===== src/rtl/core/dde_pkg.sv =====
`default_nettype none

package dde_pkg;

   localparam int MAX_VERTICES = 32;
   localparam int WEIGHT_BITS  = 16;

   localparam int VIDX_W     = $clog2(MAX_VERTICES);
   localparam int VCNT_W     = VIDX_W + 1;
   localparam int ADDR_W     = 2 * VIDX_W;
   localparam int SUM_W      = WEIGHT_BITS + 1;
   localparam int PRED_W     = VIDX_W + 1;
   localparam int CSR_IDX_W  = 1;
   localparam int CSR_DATA_W = WEIGHT_BITS;

   localparam logic CMD_LOAD = 1'b0;
   localparam logic CMD_RUN  = 1'b1;

   localparam logic [CSR_IDX_W-1:0] CSR_VERTEX_COUNT = CSR_IDX_W'(0);
   localparam logic [CSR_IDX_W-1:0] CSR_NO_EDGE      = CSR_IDX_W'(1);

   localparam logic [VCNT_W-1:0]      VCOUNT_RESET  = VCNT_W'(MAX_VERTICES);
   localparam logic [WEIGHT_BITS-1:0] NO_EDGE_RESET = '1;

   // Outcome of one pass of the shared add/compare unit over one matrix entry.
   typedef struct packed {
      logic                   write_dist;
      logic [WEIGHT_BITS-1:0] dist_val;
      logic                   write_link;
      logic                   link_valid;
      logic                   better;
   } relax_result_type;

endpackage

`default_nettype wire


===== src/rtl/core/dde_relax_unit.sv =====
`default_nettype none

module dde_relax_unit (
   input  wire logic                            init,
   input  wire logic [dde_pkg::WEIGHT_BITS-1:0] weight,
   input  wire logic [dde_pkg::WEIGHT_BITS-1:0] base,
   input  wire logic [dde_pkg::WEIGHT_BITS-1:0] dist_cur,
   input  wire logic [dde_pkg::WEIGHT_BITS-1:0] best,
   input  wire logic [dde_pkg::WEIGHT_BITS-1:0] no_edge,
   input  wire logic                            settled,
   input  wire logic                            is_row,
   output dde_pkg::relax_result_type            result
);
   import dde_pkg::*;

   logic [SUM_W-1:0]       sum;
   logic [WEIGHT_BITS-1:0] sat;
   logic                   has_edge;
   logic                   improves;

   assign sum      = {1'b0, base} + {1'b0, weight};
   assign sat      = (sum >= {1'b0, no_edge}) ? no_edge : sum[WEIGHT_BITS-1:0];
   assign has_edge = (weight < no_edge);
   assign improves = !settled && has_edge && (sat < dist_cur);

   // During the first pass base is zero, so sat is the clipped row weight.
   always_comb begin
      result = '0;
      if (init) begin
         result.write_dist = 1'b1;
         result.dist_val   = is_row ? '0 : sat;
         result.write_link = 1'b1;
         result.link_valid = !is_row && has_edge;
      end else begin
         result.write_dist = improves;
         result.dist_val   = improves ? sat : dist_cur;
         result.write_link = improves;
         result.link_valid = 1'b1;
      end
      result.better = !settled && (result.dist_val < best);
   end

endmodule

`default_nettype wire


===== config.mk =====
export PLATFORM = sky130hd
export DESIGN_NAME = dde_relax_unit
export DESIGN_NICKNAME = d
export VERILOG_FILES = /design/src/rtl/core/dde_pkg.sv /design/src/rtl/core/dde_relax_unit.sv
export SDC_FILE = /design/constraint.sdc
export NUM_CORES = 1
export LEC_CHECK = 0
export BUFFER_PORTS_ARGS = -buffer_cell sky130_fd_sc_hd__buf_2
export CAP_MARGIN = 20
export CORE_MARGIN = 1.5
export CORE_UTILIZATION = 58
export DETAILED_ROUTE_END_ITERATION = 16
export PLACE_DENSITY_LB_ADDON = 0.25
export SLEW_MARGIN = 20
export SYNTH_ARGS = -nofsm -noshare
export SYNTH_HDL_FRONTEND = slang
export SYNTH_SLANG_ARGS = --single-unit
export TNS_END_PERCENT = 20

===== constraint.sdc =====
create_clock -name vclk -period 18.5
set_clock_uncertainty 0.05 [all_clocks]
set_input_delay 1.85 -clock vclk [all_inputs]
set_output_delay 1.85 -clock vclk [all_outputs]
set_load 0.05 [all_outputs]

==> results.cfg <==
[route]
routed_via_density = 5.69
drc = 0
antenna_left = 0
drtIter0Drc = 194
vias = 3180
dr.pass1.iters = 4
wire_per_inst_microns = 13.9
routed_wl_mm = 7.79

[die]
io_pins = 103
die_x_microns = 73.4
start_util = 0.605
num_rows = 25
die-area_sq_um = 5390
core-area_sq_um = 4750
fp.dieH_microns = 73.4

[timing]
whs_ns = 4.09
setup_viol = 0
drv_slew = 0
rsz0062_at_grt = no
finalSetupTns_ns = 0
maxSlewHeadroom = 0.445
final_hold_viol_count = 0
fmax_mhz = 83.5
min_period_over_period = 0.647
period_minus_slack_ns = 11.97
worstMarginPinSlew_ns = 0.832

[critical_path]
critical_path_peak_fanout = 26
end_kind = output port
worstSetupPathType = input port to output port
crit_path_frequent_cell = ha_1
cp-start-kind = input port
required_ns = 16.60
worst_ep_arrival_time_ns = 10.07
crit_start = weight[0]
slowest_stage = and3_1
cp_slowest_stage_delay_ns = 0.77

[synthesis]
seq_area_frac_synth = 0
synth_area_per_cell_sq_um = 7.25
syn-num-nets = 558
synth_cells = 397
syn_area_sq_um = 2880
synth-warning-count = 0
ys_types = 57

[finish]
drive_gt1_frac = 0.252
area_delta_synth_final_pct = 19.0
register_area_sq_um = 0
nFlopsAndLatches = 0
diodes = 0
final_nets = 655
clkbuf_count = 0

[global_routing]
grt_pass1_vias = 2990
grt_first_pass_wirelength_mm = 12.9
grt_usage = 0.293
grt_max_degree = 27
antenna_found_initial = 0
grt_overflow = 0

[flow_run]
max-cap-violations = 0

[run_status]
status = completed

[clock_network]
postCtsHoldBufs = 0
cts_resized = 0
cts_setup_buffers = 0

[power_and_ir_drop]
p_leak_nw = 1.88
peakVddDrop_v = 0.0000254
powerDensity_nw_per_um2 = 56.3

[worst_hold_path]
worstHoldStart = settled
hold_path_class = input port to output port

[placed_design]
globalplace.congestion = 0.902
io_buffer_count = 103
hpwl_mm = 6.94
[placed cells by master (no fill, tap or decap), types with 4 or more instances in the layout]
cell type | synthesis | final
a211oi_1 | 9 | 9
a211oi_2 | 6 | 6
a21o_1 | 13 | 13
a21oi_1 | 30 | 30
and2_1 | 4 | 4
and3_1 | 4 | 4
buf_2 | 4 | 103
ha_1 | 77 | 77
inv_1 | 51 | 51
mux2i_1 | 6 | 6
nand2_1 | 32 | 32
nand2b_1 | 4 | 4
nand3_1 | 13 | 13
nand4_1 | 12 | 12
nor2_1 | 20 | 20
nor3_1 | 8 | 8
o21ai_0 | 21 | 21
o21ai_1 | 18 | 18
xnor2_1 | 9 | 9
[per-stage QoR]
step	utilization	instances	instance area, sq um	total power [mW]	worst slack (ns)
after floorplan	-	397	2880	0.148	7.12
after global placement	0.720	559	3420	0.187	6.94
after detailed placement	0.720	559	3420	0.191	6.60
after CTS	0.720	559	3420	0.191	6.57
after global routing	0.720	559	3420	0.215	5.92
final	0.720	559	3420	0.193	6.53
[cell type report]
cell class,instances,area (sq um)
Inverter,52,195
Multi-Input combinational cell,337,2630
Fill cell,424,1330
Timing Repair Buffer,103,515
Tap cell,67,83.8
[final timing paths]
path               endpoint  slack (ns)  cells after the start
setup / recovery  result[0]        6.53                     34
hold / removal    result[0]        4.09                      4
[where the power goes]
part / internal (mW) / switching [mW] / total [mW]
Combinational: 0.0718 / 0.121 / 0.193
Sequential: 0 / 0 / 0
Clock: 0 / 0 / 0
Total: 0.0718 / 0.121 / 0.193
[metal layers]
metal	vias to the layer above	track usage	wire, microns	part of all wire
met1	1382	0.379	3530	0.45
met3	16	0.00823	409	0.053
met2	115	0.541	3680	0.47
met4	0	0.0576	168	0.022
met5	-	0	0	0
li1	1667	-	-	-
[cells by family (layout without fill, tap and decap cells)]
| group | Yosys count | in the layout | share of synthesized area |
|---|---|---|---|
| AND/OR/NAND/NOR | 114 | 114 | 0.205 |
| AO/OA/AOI/OAI | 123 | 123 | 0.294 |
| buffers and inverters | 60 | 155 | 0.0866 |
| adder cells (fa/ha/maj) | 78 | 78 | 0.342 |
| multiplexers | 10 | 10 | 0.0365 |
| XOR/XNOR | 12 | 12 | 0.0365 |
[synth_stat cells (2+ instances only)]
library cell,count,share of area
inv_1,51,0.067
buf_2,4,0.0070
mux2_2,3,0.012
nor4_1,2,0.0043
nor2b_1,3,0.0065
nor3_1,8,0.014
o21bai_1,3,0.0078
a31oi_1,2,0.0043
a211oi_2,6,0.026
nand2b_1,4,0.0087
and3_1,4,0.0087
o311a_1,2,0.0070
a22o_1,2,0.0061
buf_6,2,0.0078
nand2_1,32,0.042
nand3b_1,3,0.0078
o21ai_0,21,0.037
a21o_1,13,0.034
o21ai_1,18,0.031
and2_1,4,0.0087
nand3_2,2,0.0070
xnor2_1,9,0.027
a211o_1,2,0.0061
a211oi_1,9,0.023
xor2_1,3,0.0091
o211ai_1,2,0.0052
ha_1,77,0.33
nand3_1,13,0.023
nor2_1,20,0.026
a21oi_1,30,0.052
mux2i_1,6,0.021
nand4_1,12,0.026
[worst max-delay path, delay by kind of cell]
| family | cells | cell delay, ns |
|---|---|---|
| mux | 1 | 0.44 |
| compound gates | 17 | 4.04 |
| buf+inv | 2 | 0.36 |
| simple gates | 9 | 1.86 |
| fa+ha+maj | 5 | 1.51 |
Power figures use the tool's default switching activity.
